`src/rtl/core/swt_pkg.sv`:
```
// Shared types and codes for the structure table walker.
// No dependencies; every other file but swt_ifs imports this package.
package swt_pkg;

   typedef enum logic [2:0] {
      PH_HEADER   = 3'd0,
      PH_SKIP     = 3'd1,
      PH_FIRST    = 3'd2,
      PH_LEADNULL = 3'd3,
      PH_STRINGS  = 3'd4
   } swt_phase_type;

   typedef enum logic [2:0] {
      ST_COMPLETE  = 3'd0,
      ST_TOO_LONG  = 3'd1,
      ST_TOO_SHORT = 3'd2,
      ST_TRUNCATED = 3'd3,
      ST_TABLE_END = 3'd4
   } swt_status_type;

   localparam logic [7:0]  NUL_BYTE        = 8'h00;
   localparam logic [7:0]  HEADER_BYTES    = 8'd4;
   localparam logic [15:0] TABLE_SIZE_INIT = 16'hFFFF;

   typedef struct packed {
      logic [7:0] data_byte;
      logic       last_byte;
   } swt_item_type;

   typedef struct packed {
      logic [7:0]     struct_type;
      logic [15:0]    struct_handle;
      logic [7:0]     struct_length;
      logic [7:0]     string_count;
      swt_status_type status;
   } swt_result_type;

   typedef struct packed {
      logic take;
      logic load;
   } swt_flow_type;

endpackage

```
`src/rtl/core/swt_ifs.sv`:
```
// Valid/ready channel interfaces for request, response and register write.
// Depends on nothing; payload widths are fixed by the table format.
interface swt_req_if;
   logic       valid;
   logic       ready;
   logic [7:0] data_byte;
   logic       last_byte;
   modport source (output valid, output data_byte, output last_byte, input ready);
   modport sink   (input valid, input data_byte, input last_byte, output ready);
endinterface

interface swt_rsp_if;
   logic        valid;
   logic        ready;
   logic [7:0]  struct_type;
   logic [15:0] struct_handle;
   logic [7:0]  struct_length;
   logic [7:0]  string_count;
   logic [2:0]  status;
   modport source (output valid, output struct_type, output struct_handle,
                   output struct_length, output string_count, output status,
                   input ready);
   modport sink   (input valid, input struct_type, input struct_handle,
                   input struct_length, input string_count, input status,
                   output ready);
endinterface

interface swt_csr_if;
   logic        valid;
   logic        ready;
   logic [15:0] data;
   modport source (output valid, output data, input ready);
   modport sink   (input valid, input data, output ready);
endinterface

```
`src/rtl/core/smbios_table_walker.sv`:
```
// Structure table walker: one table byte per transfer, one result per structure.
// The byte that ends a structure passes the input register; its result is then loaded into the result register.
// Throughput: one byte per cycle, unless a finished result waits for a stalled response channel.
// Reset clears all walker state and the pipeline; table_size returns to 65535.
// Depends on swt_pkg, swt_ifs, swt_in_stage, swt_core and swt_out_stage.
module smbios_table_walker (
   input  logic      clock,
   input  logic      reset,
   swt_req_if.sink   req_if,
   swt_rsp_if.source rsp_if,
   swt_csr_if.sink   csr_if
);
   import swt_pkg::*;

   logic [15:0]    table_size_ff, table_size_in;
   logic           item_valid;
   swt_item_type   item;
   swt_flow_type   flow;
   swt_result_type result;
   logic           out_free;

   assign csr_if.ready  = 1'b1;
   assign table_size_in = (csr_if.valid && csr_if.ready) ? csr_if.data : table_size_ff;

   always_ff @(posedge clock) begin
      if (reset) begin
         table_size_ff <= TABLE_SIZE_INIT;
      end else begin
         table_size_ff <= table_size_in;
      end
   end

   swt_in_stage u_in (
      .clock      (clock),
      .reset      (reset),
      .req_if     (req_if),
      .take       (flow.take),
      .item_valid (item_valid),
      .item       (item)
   );

   swt_core u_core (
      .clock      (clock),
      .reset      (reset),
      .item_valid (item_valid),
      .item       (item),
      .table_size (table_size_ff),
      .out_free   (out_free),
      .flow       (flow),
      .result     (result)
   );

   swt_out_stage u_out (
      .clock    (clock),
      .reset    (reset),
      .load     (flow.load),
      .result   (result),
      .out_free (out_free),
      .rsp_if   (rsp_if)
   );

   a_no_overwrite: assert property (@(posedge clock) disable iff (reset)
      !(flow.load && rsp_if.valid && !rsp_if.ready))
      else $error("result register overwritten while stalled");

   a_load_needs_take: assert property (@(posedge clock) disable iff (reset)
      flow.load |-> (flow.take && item_valid))
      else $error("result loaded without consuming a byte");

   a_refill_drains: assert property (@(posedge clock) disable iff (reset)
      (req_if.valid && req_if.ready && item_valid) |-> flow.take)
      else $error("input register refilled before its byte was consumed");

   a_reset_empty: assert property (@(posedge clock)
      $past(reset) |-> !rsp_if.valid)
      else $error("response valid right after reset");

endmodule

```
`src/rtl/core/swt_in_stage.sv`:
```
// Input register for table bytes.
// Depends on swt_pkg and swt_req_if.
module swt_in_stage (
   input  logic                 clock,
   input  logic                 reset,
   swt_req_if.sink              req_if,
   input  logic                 take,
   output logic                 item_valid,
   output swt_pkg::swt_item_type item
);
   import swt_pkg::*;

   logic         vld_ff, vld_in;
   swt_item_type item_ff;
   logic         load;

   assign req_if.ready = !vld_ff || take;
   assign load         = req_if.valid && req_if.ready;
   assign vld_in       = load || (vld_ff && !take);

   always_ff @(posedge clock) begin
      if (reset) begin
         vld_ff <= 1'b0;
      end else begin
         vld_ff <= vld_in;
      end
   end

   always_ff @(posedge clock) begin
      if (load) begin
         item_ff.data_byte <= req_if.data_byte;
         item_ff.last_byte <= req_if.last_byte;
      end
   end

   assign item_valid = vld_ff;
   assign item       = item_ff;

endmodule

```
`src/rtl/core/swt_core.sv`:
```
// Walker state and the per-byte update: header capture, skip, string count.
// Depends on swt_pkg.
module swt_core (
   input  logic                   clock,
   input  logic                   reset,
   input  logic                   item_valid,
   input  swt_pkg::swt_item_type  item,
   input  logic [15:0]            table_size,
   input  logic                   out_free,
   output swt_pkg::swt_flow_type  flow,
   output swt_pkg::swt_result_type result
);
   import swt_pkg::*;

   swt_phase_type phase_ff, phase_in;
   logic [1:0]    hidx_ff, hidx_in;
   logic [7:0]    type_ff, type_in;
   logic [7:0]    length_ff, length_in;
   logic [15:0]   handle_ff, handle_in;
   logic [7:0]    left_ff, left_in;
   logic [7:0]    strings_ff, strings_in;
   logic          in_str_ff, in_str_in;
   logic          stopped_ff, stopped_in;

   logic          res_vld;
   logic          busy;
   logic          adv;
   logic [7:0]    b;
   logic          last;

   assign b    = item.data_byte;
   assign last = item.last_byte;

   always_comb begin
      phase_in   = phase_ff;
      hidx_in    = hidx_ff;
      type_in    = type_ff;
      length_in  = length_ff;
      handle_in  = handle_ff;
      left_in    = left_ff;
      strings_in = strings_ff;
      in_str_in  = in_str_ff;
      stopped_in = stopped_ff;
      res_vld    = 1'b0;
      busy       = 1'b0;
      result.struct_type   = type_ff;
      result.struct_handle = handle_ff;
      result.struct_length = length_ff;
      result.string_count  = strings_ff;
      result.status        = ST_COMPLETE;

      if (stopped_ff) begin
         if (last) begin
            phase_in   = PH_HEADER;
            hidx_in    = 2'd0;
            type_in    = 8'd0;
            length_in  = 8'd0;
            handle_in  = 16'd0;
            left_in    = 8'd0;
            strings_in = 8'd0;
            in_str_in  = 1'b0;
            stopped_in = 1'b0;
         end
      end else begin
         case (phase_ff)
            PH_HEADER: begin
               case (hidx_ff)
                  2'd0: begin
                     type_in = b;
                     hidx_in = 2'd1;
                  end
                  2'd1: begin
                     length_in            = b;
                     result.struct_length = b;
                     result.string_count  = 8'd0;
                     if (b == NUL_BYTE) begin
                        res_vld       = 1'b1;
                        result.status = ST_TABLE_END;
                        stopped_in    = 1'b1;
                     end else if ({8'd0, b} >= table_size) begin
                        res_vld       = 1'b1;
                        result.status = ST_TOO_LONG;
                        stopped_in    = 1'b1;
                     end else if (b < HEADER_BYTES) begin
                        res_vld       = 1'b1;
                        result.status = ST_TOO_SHORT;
                        stopped_in    = 1'b1;
                     end else begin
                        hidx_in = 2'd2;
                     end
                  end
                  2'd2: begin
                     handle_in = {8'd0, b};
                     hidx_in   = 2'd3;
                  end
                  default: begin
                     handle_in = {b, handle_ff[7:0]};
                     hidx_in   = 2'd0;
                     if (length_ff > HEADER_BYTES) begin
                        left_in  = length_ff - HEADER_BYTES;
                        phase_in = PH_SKIP;
                     end else begin
                        phase_in = PH_FIRST;
                     end
                  end
               endcase
            end
            PH_SKIP: begin
               left_in = left_ff - 8'd1;
               if (left_ff == 8'd1) begin
                  phase_in = PH_FIRST;
               end
            end
            PH_FIRST: begin
               if (b == NUL_BYTE) begin
                  phase_in = PH_LEADNULL;
               end else begin
                  in_str_in = 1'b1;
                  phase_in  = PH_STRINGS;
               end
            end
            PH_LEADNULL: begin
               res_vld             = 1'b1;
               result.string_count = 8'd0;
               phase_in   = PH_HEADER;
               hidx_in    = 2'd0;
               type_in    = 8'd0;
               length_in  = 8'd0;
               handle_in  = 16'd0;
               left_in    = 8'd0;
               strings_in = 8'd0;
               in_str_in  = 1'b0;
               if (b != NUL_BYTE && !last) begin
                  type_in = b;
                  hidx_in = 2'd1;
               end
            end
            default: begin
               if (b != NUL_BYTE) begin
                  in_str_in = 1'b1;
               end else if (in_str_ff) begin
                  if (strings_ff != 8'hFF) begin
                     strings_in = strings_ff + 8'd1;
                  end
                  in_str_in = 1'b0;
               end else begin
                  res_vld    = 1'b1;
                  phase_in   = PH_HEADER;
                  hidx_in    = 2'd0;
                  type_in    = 8'd0;
                  length_in  = 8'd0;
                  handle_in  = 16'd0;
                  left_in    = 8'd0;
                  strings_in = 8'd0;
                  in_str_in  = 1'b0;
               end
            end
         endcase

         if (last) begin
            busy = (phase_in != PH_HEADER) || (hidx_in != 2'd0);
            if (!res_vld && busy) begin
               res_vld              = 1'b1;
               result.struct_type   = type_in;
               result.struct_handle = handle_in;
               result.struct_length = length_in;
               result.string_count  = strings_in;
               result.status        = ST_TRUNCATED;
            end
            phase_in   = PH_HEADER;
            hidx_in    = 2'd0;
            type_in    = 8'd0;
            length_in  = 8'd0;
            handle_in  = 16'd0;
            left_in    = 8'd0;
            strings_in = 8'd0;
            in_str_in  = 1'b0;
            stopped_in = 1'b0;
         end
      end
   end

   assign adv       = item_valid && (!res_vld || out_free);
   assign flow.take = adv;
   assign flow.load = adv && res_vld;

   always_ff @(posedge clock) begin
      if (reset) begin
         phase_ff   <= PH_HEADER;
         hidx_ff    <= 2'd0;
         type_ff    <= 8'd0;
         length_ff  <= 8'd0;
         handle_ff  <= 16'd0;
         left_ff    <= 8'd0;
         strings_ff <= 8'd0;
         in_str_ff  <= 1'b0;
         stopped_ff <= 1'b0;
      end else if (adv) begin
         phase_ff   <= phase_in;
         hidx_ff    <= hidx_in;
         type_ff    <= type_in;
         length_ff  <= length_in;
         handle_ff  <= handle_in;
         left_ff    <= left_in;
         strings_ff <= strings_in;
         in_str_ff  <= in_str_in;
         stopped_ff <= stopped_in;
      end
   end

endmodule

```
`src/rtl/core/swt_out_stage.sv`:
```
// Result register feeding the response channel.
// Depends on swt_pkg and swt_rsp_if.
module swt_out_stage (
   input  logic                    clock,
   input  logic                    reset,
   input  logic                    load,
   input  swt_pkg::swt_result_type result,
   output logic                    out_free,
   swt_rsp_if.source               rsp_if
);
   import swt_pkg::*;

   logic           vld_ff, vld_in;
   swt_result_type res_ff;

   assign out_free = !vld_ff || rsp_if.ready;
   assign vld_in   = load || (vld_ff && !rsp_if.ready);

   always_ff @(posedge clock) begin
      if (reset) begin
         vld_ff <= 1'b0;
      end else begin
         vld_ff <= vld_in;
      end
   end

   always_ff @(posedge clock) begin
      if (load) begin
         res_ff <= result;
      end
   end

   assign rsp_if.valid         = vld_ff;
   assign rsp_if.struct_type   = res_ff.struct_type;
   assign rsp_if.struct_handle = res_ff.struct_handle;
   assign rsp_if.struct_length = res_ff.struct_length;
   assign rsp_if.string_count  = res_ff.string_count;
   assign rsp_if.status        = res_ff.status;

endmodule

```
`src/flat_wrapper.sv`:
```
// flat-port wrapper written by rule: the top's interface ports become plain ports
module smbios_table_walker_flat import swt_pkg::*;
  (clock, reset, req_if_valid, req_if_data_byte, req_if_last_byte, req_if_ready, rsp_if_valid, rsp_if_struct_type, rsp_if_struct_handle, rsp_if_struct_length, rsp_if_string_count, rsp_if_status, rsp_if_ready, csr_if_valid, csr_if_data, csr_if_ready);
  swt_req_if req_if_i ();
  swt_rsp_if rsp_if_i ();
  swt_csr_if csr_if_i ();
  input  logic clock;
  input  logic reset;
  input wire logic [$bits(req_if_i.valid)-1:0] req_if_valid;
  input wire logic [$bits(req_if_i.data_byte)-1:0] req_if_data_byte;
  input wire logic [$bits(req_if_i.last_byte)-1:0] req_if_last_byte;
  output wire logic [$bits(req_if_i.ready)-1:0] req_if_ready;
  output wire logic [$bits(rsp_if_i.valid)-1:0] rsp_if_valid;
  output wire logic [$bits(rsp_if_i.struct_type)-1:0] rsp_if_struct_type;
  output wire logic [$bits(rsp_if_i.struct_handle)-1:0] rsp_if_struct_handle;
  output wire logic [$bits(rsp_if_i.struct_length)-1:0] rsp_if_struct_length;
  output wire logic [$bits(rsp_if_i.string_count)-1:0] rsp_if_string_count;
  output wire logic [$bits(rsp_if_i.status)-1:0] rsp_if_status;
  input wire logic [$bits(rsp_if_i.ready)-1:0] rsp_if_ready;
  input wire logic [$bits(csr_if_i.valid)-1:0] csr_if_valid;
  input wire logic [$bits(csr_if_i.data)-1:0] csr_if_data;
  output wire logic [$bits(csr_if_i.ready)-1:0] csr_if_ready;
  assign req_if_i.valid = req_if_valid;
  assign req_if_i.data_byte = req_if_data_byte;
  assign req_if_i.last_byte = req_if_last_byte;
  assign req_if_ready = req_if_i.ready;
  assign rsp_if_valid = rsp_if_i.valid;
  assign rsp_if_struct_type = rsp_if_i.struct_type;
  assign rsp_if_struct_handle = rsp_if_i.struct_handle;
  assign rsp_if_struct_length = rsp_if_i.struct_length;
  assign rsp_if_string_count = rsp_if_i.string_count;
  assign rsp_if_status = rsp_if_i.status;
  assign rsp_if_i.ready = rsp_if_ready;
  assign csr_if_i.valid = csr_if_valid;
  assign csr_if_i.data = csr_if_data;
  assign csr_if_ready = csr_if_i.ready;
  smbios_table_walker u_core (.clock(clock), .reset(reset), .req_if(req_if_i), .rsp_if(rsp_if_i), .csr_if(csr_if_i));
endmodule
```
`config.mk`:
```
export PLATFORM = sky130hd
export DESIGN_NAME = smbios_table_walker_flat
export DESIGN_NICKNAME = d
export VERILOG_FILES = /design/src/rtl/core/swt_pkg.sv /design/src/rtl/core/swt_ifs.sv /design/src/rtl/core/smbios_table_walker.sv /design/src/rtl/core/swt_in_stage.sv /design/src/rtl/core/swt_core.sv /design/src/rtl/core/swt_out_stage.sv /design/src/flat_wrapper.sv
export SDC_FILE = /design/constraint.sdc
export NUM_CORES = 1
export LEC_CHECK = 0
export BUFFER_PORTS_ARGS = -buffer_cell sky130_fd_sc_hd__buf_2
export CAP_MARGIN = 30
export CORE_MARGIN = 2
export CORE_UTILIZATION = 52
export CTS_CLUSTER_DIAMETER = 150
export DETAILED_ROUTE_END_ITERATION = 6
export HOLD_SLACK_MARGIN = 0.12
export PLACE_DENSITY_LB_ADDON = 0.05
export SYNTH_ARGS = -nofsm -noshare
export SYNTH_HDL_FRONTEND = slang
export SYNTH_HIERARCHICAL = 1
export SYNTH_SLANG_ARGS = --single-unit
```
`constraint.sdc`:
```
create_clock -name clock -period 5.8 [get_ports clock]
set_input_delay 0.29 -clock clock [delete_from_list [all_inputs] [get_ports clock]]
set_output_delay 0.29 -clock clock [all_outputs]
set_load 0.02 [all_outputs]
```
==> run_results.csv <==
group,metric,value,unit
drt,drc,0,
synthesis,postSynth.asyncResetShare,0,%
drt,dr.max_layer_used,"met4",
synthesis,ys_ff_latch,125,
drt,wl_met2,6.599,mm
worst_setup_path,max_stage_delay,570,ps
finish,antenna_cells,0,
finish,finish.instance_area,0.007333,sq mm
clock_tree,cts-htree-levels,4,
timing,clock_skew,11.56,ps
floorplan,rows,39,
synthesis,ys_seq_area_share,49.58,%
clock_tree,cts_buffers,17,
synthesis,synth-warning-count,6,
worst_setup_path,cp.required,5840,ps
synthesis,synth_cell_types,65,
pwr,peakVddDrop,0.0002192,V
synthesis,ys_top_cells_by_area,"edfxtp_1, dfxtp_1, a22o_1, mux2_2, ha_1",
floorplan,dieArea,0.01261,sq mm
global_routing,grt_pass1_vias,4507,
global_routing,antenna_found_initial,0,
worst_setup_path,setup.worst_path.end_class,"register",
clock_tree,clock_sinks,125,
timing,tns,0,ps
timing,tightest_slew,1046,ps
place,placed_area,0.006474,sq mm
timing,fin_crit_sh,70.49,%
worst_setup_path,crit_arrival,4130,ps
pwr,seqPwrFrac,43.7,%
synthesis,ys_dominant_reg_cell,"dfxtp_1",
pwr,combPwrFrac,8.1,%
clock_tree,cts-root-buf,"clkbuf_16",
finish,syn2layout_area_growth,20.27,%
worst_setup_path,worst_path_max_delay_cell,"edfxtp_1",
drt,num_vias,4713,
pwr,sw_frac_of_total,23.71,%
global_routing,grt_pass1_wl,23.29,mm
clock_tree,cts_buffer_depth,2,
timing,finalSetupViolations,0,
drt,drt-total-wl,14.18,mm
drt,dr_wl_met3,809,um
drt,wl_per_cell,17.70,um
pwr,power_density,304.9,mW/mm^2
worst_setup_path,path_max_fanout,36,
clock_tree,clk_latency,410,ps
clock_tree,post_cts_resized,0,
min_path,holdCritPathClass,"in2reg",
global_routing,grt_usage,23.37,%
synthesis,syn_inst,561,
place,dp_cells,743,
finish,fillers,925,
timing,maxClockFrequency,0.2446,GHz
synthesis,syn-num-nets,604,
place,hpwlAfterDp,9.154,mm
timing,min_period,4088,ps
drt,viasPerCell,5.884,
worst_setup_path,crit_chain,"inv_1 > ha_1 > nand2b_1 > a2111oi_2 > o41ai_2 > a211o_1 > o31a_1 > o21ai_2 > nand2_1 > nor3_4 > buf_4",
pwr,p_switching,0.0005301,W
finish,final_util,64.22,%
timing,holdWs,184.7,ps
finish,drive_above_1_share,22.64,%
drt,met1_length,6.558,mm
timing,slew_viol_final,0,
timing,rsz0062_at_grt,"no",
timing,hold_viol_final,0,
synthesis,yosys.area.top_type,"edfxtp_1",
drt,ant_nets,0,
synthesis,syn-cell-area,0.006097,sq mm
place,numPortBuffers,74,
pwr,internal-power,0.001706,W
place,gp_congestion,0.8689,
status,status,"completed",
synthesis,avgSynthCellArea,10.87,sq um
floorplan,die_h,112.3,um
floorplan,die_w,112.3,um
drt,dr.pass1.iters,6,
job,max_cap_viol_count,0,
floorplan,core,0.01142,sq mm
finish,num-nets-final,688,
global_routing,grt_overflow,0,
pwr,p_leak,2.984,nW
worst_setup_path,start_kind,"register",
global_routing,grt_max_degree,37,
floorplan,ios,76,
synthesis,synth_top_area_share,25.61,%
pwr,p_clk_share,48.2,%
clock_tree,path_clk_slew,60,ps
clock_tree,cts_tree,"done",
floorplan,start_util,53.40,%
finish,finalNonFillerCells,801,
worst_setup_path,crit_type,"reg2reg",
drt,dr.first_iter.drc_count,288,
timing,max_slew_margin,29.97,%
synthesis,synth_edf_count,52,
layout by cell type, fill, tap and decap left out, types with 5 or more instances in the layout:
cell type      count
o22ai_1            6
edfxtp_1          52
nand3_1            9
o21ai_0           22
ha_1              13
nor2_1            21
nor2b_1           18
mux2i_1            8
a22oi_1            7
a21oi_1           23
mux2_1             5
a31oi_1            9
nand2b_1          14
nor3_1             7
and3_1             5
dfxtp_1           73
a22o_1            56
nand2_1           43
clkbuf_16         17
a211o_1           17
mux2_2            17
dlygate4sd3_1     26
buf_2             75
xnor2_1            7
inv_1             21
layout make-up:
class                   count  area, sq um  area share, %
flip-flops and latches    125         3023          41.22
clock buffers              19        432.9          5.903
inverters                  21        78.83          1.075
well taps                 143        178.9          2.440
multi-input cells         377         2803          38.22
clock inverters            13        166.4          2.269
repair buffers            103        650.6          8.872
metal layers:
layer  track usage (%)  vias to the layer above
met5                 0                        -
met4             8.293                        0
met3             4.752                       20
met2             37.07                      177
met1             32.05                     2243
li1                  -                     2273
metrics by stage:
step / total power (W) / setup WS [ps]
after detailed placement: 0.001161 / 1722
after floorplan: 0.001116 / 1165
final: 0.002236 / 1712
after CTS: 0.002251 / 1697
after global routing: 0.002321 / 1385
after global placement: 0.001159 / 1835
worst paths after layout:
kind                       startpoint                            end  slack (ps)  cells past startpoint
max reg2reg       u_core/u_in/item[1]  u_core/u_out/rsp_if.status[0]        1710                     11
min                      rsp_if_ready      u_core/u_out/rsp_if.valid         180                      3
min reg2reg  u_core/u_core/type_ff[7]       u_core/u_core/type_ff[7]         460                      2
max               u_core/u_in/item[1]  u_core/u_out/rsp_if.status[0]        1710                     11
critical path: cells and delay by family, from the launching register on:
kind	cells	cell delay, ps
compound gates	5	1550
fa+ha+maj	1	290
buf+inv	2	600
flops	1	570
simple gates	3	690
flip-flops by register name (all words and copies together) (netlist names):
register / count
u_core/u_core/strings_ff: 8
u_core/u_out/rsp_if.struct_type: 8
u_core/u_in/item: 9
u_core/u_core/left_ff: 8
u_core/u_in/item_valid: 1
u_core/table_size_ff: 16
u_core/u_out/rsp_if.string_count: 8
u_core/u_core/type_ff: 8
u_core/u_core/handle_ff: 16
u_core/u_out/rsp_if.struct_length: 8
u_core/u_out/rsp_if.status: 3
u_core/u_core/length_ff: 8
u_core/u_core/stopped_ff: 1
u_core/u_out/rsp_if.valid: 1
u_core/u_core/in_str_ff: 1
u_core/u_core/hidx_ff: 2
u_core/u_core/phase_ff: 3
u_core/u_out/rsp_if.struct_handle: 16
kinds of logic (layout without fill, tap and decap cells):
| kind of cell | count (synthesis) | in the layout | synth area share (%) |
|---|---|---|---|
| compound gates | 171 | 171 | 21.53 |
| simple gates | 152 | 152 | 14.71 |
| flops | 125 | 125 | 49.58 |
| buf+inv | 59 | 156 | 4.638 |
| mux | 30 | 30 | 5.376 |
| fa+ha+maj | 13 | 13 | 2.668 |
| xor+xnor | 10 | 10 | 1.437 |
| other cells | 1 | 1 | 0.06150 |
cells in the mapped netlist, types with 3 or more instances:
library cell   n
a211o_1       17
a21o_1         4
a21oi_1       23
a22o_1        56
a22oi_1        7
a31oi_1        9
and2_1         3
and3_1         5
buf_2          7
buf_4          6
buf_6          4
clkbuf_1      21
dfxtp_1       73
edfxtp_1      52
ha_1          13
inv_1         21
mux2_1         5
mux2_2        17
mux2i_1        8
nand2_1       43
nand2b_1      14
nand3_1        9
nand3b_1       3
nand4_1        3
nor2_1        21
nor2b_1       18
nor3_1         8
nor4_1         3
o211ai_1       3
o21ai_0       22
o22ai_1        6
o31ai_1        3
or3_1          3
xnor2_1        7
xor2_1         3
power groups by stage:
stage          Sequential, W  Combinational, W  Clock, W
3_3_place_gp        0.000994          0.000165         0
4_1_cts             0.000977          0.000181   0.00109
6_report            0.000977          0.000182   0.00108
5_1_grt             0.000981          0.000200   0.00114
3_5_place_dp        0.000995          0.000167         0
2_1_floorplan       0.000993          0.000123         0
what timing repair did:
| item | in CTS | in global routing |
|---|---|---|
| hold buffers | 26 | 0 |
| setup buffers | 0 | 0 |
| endpoints found under the hold margin | 26 | 0 |
Note: power is estimated with default switching activity, not from simulation.
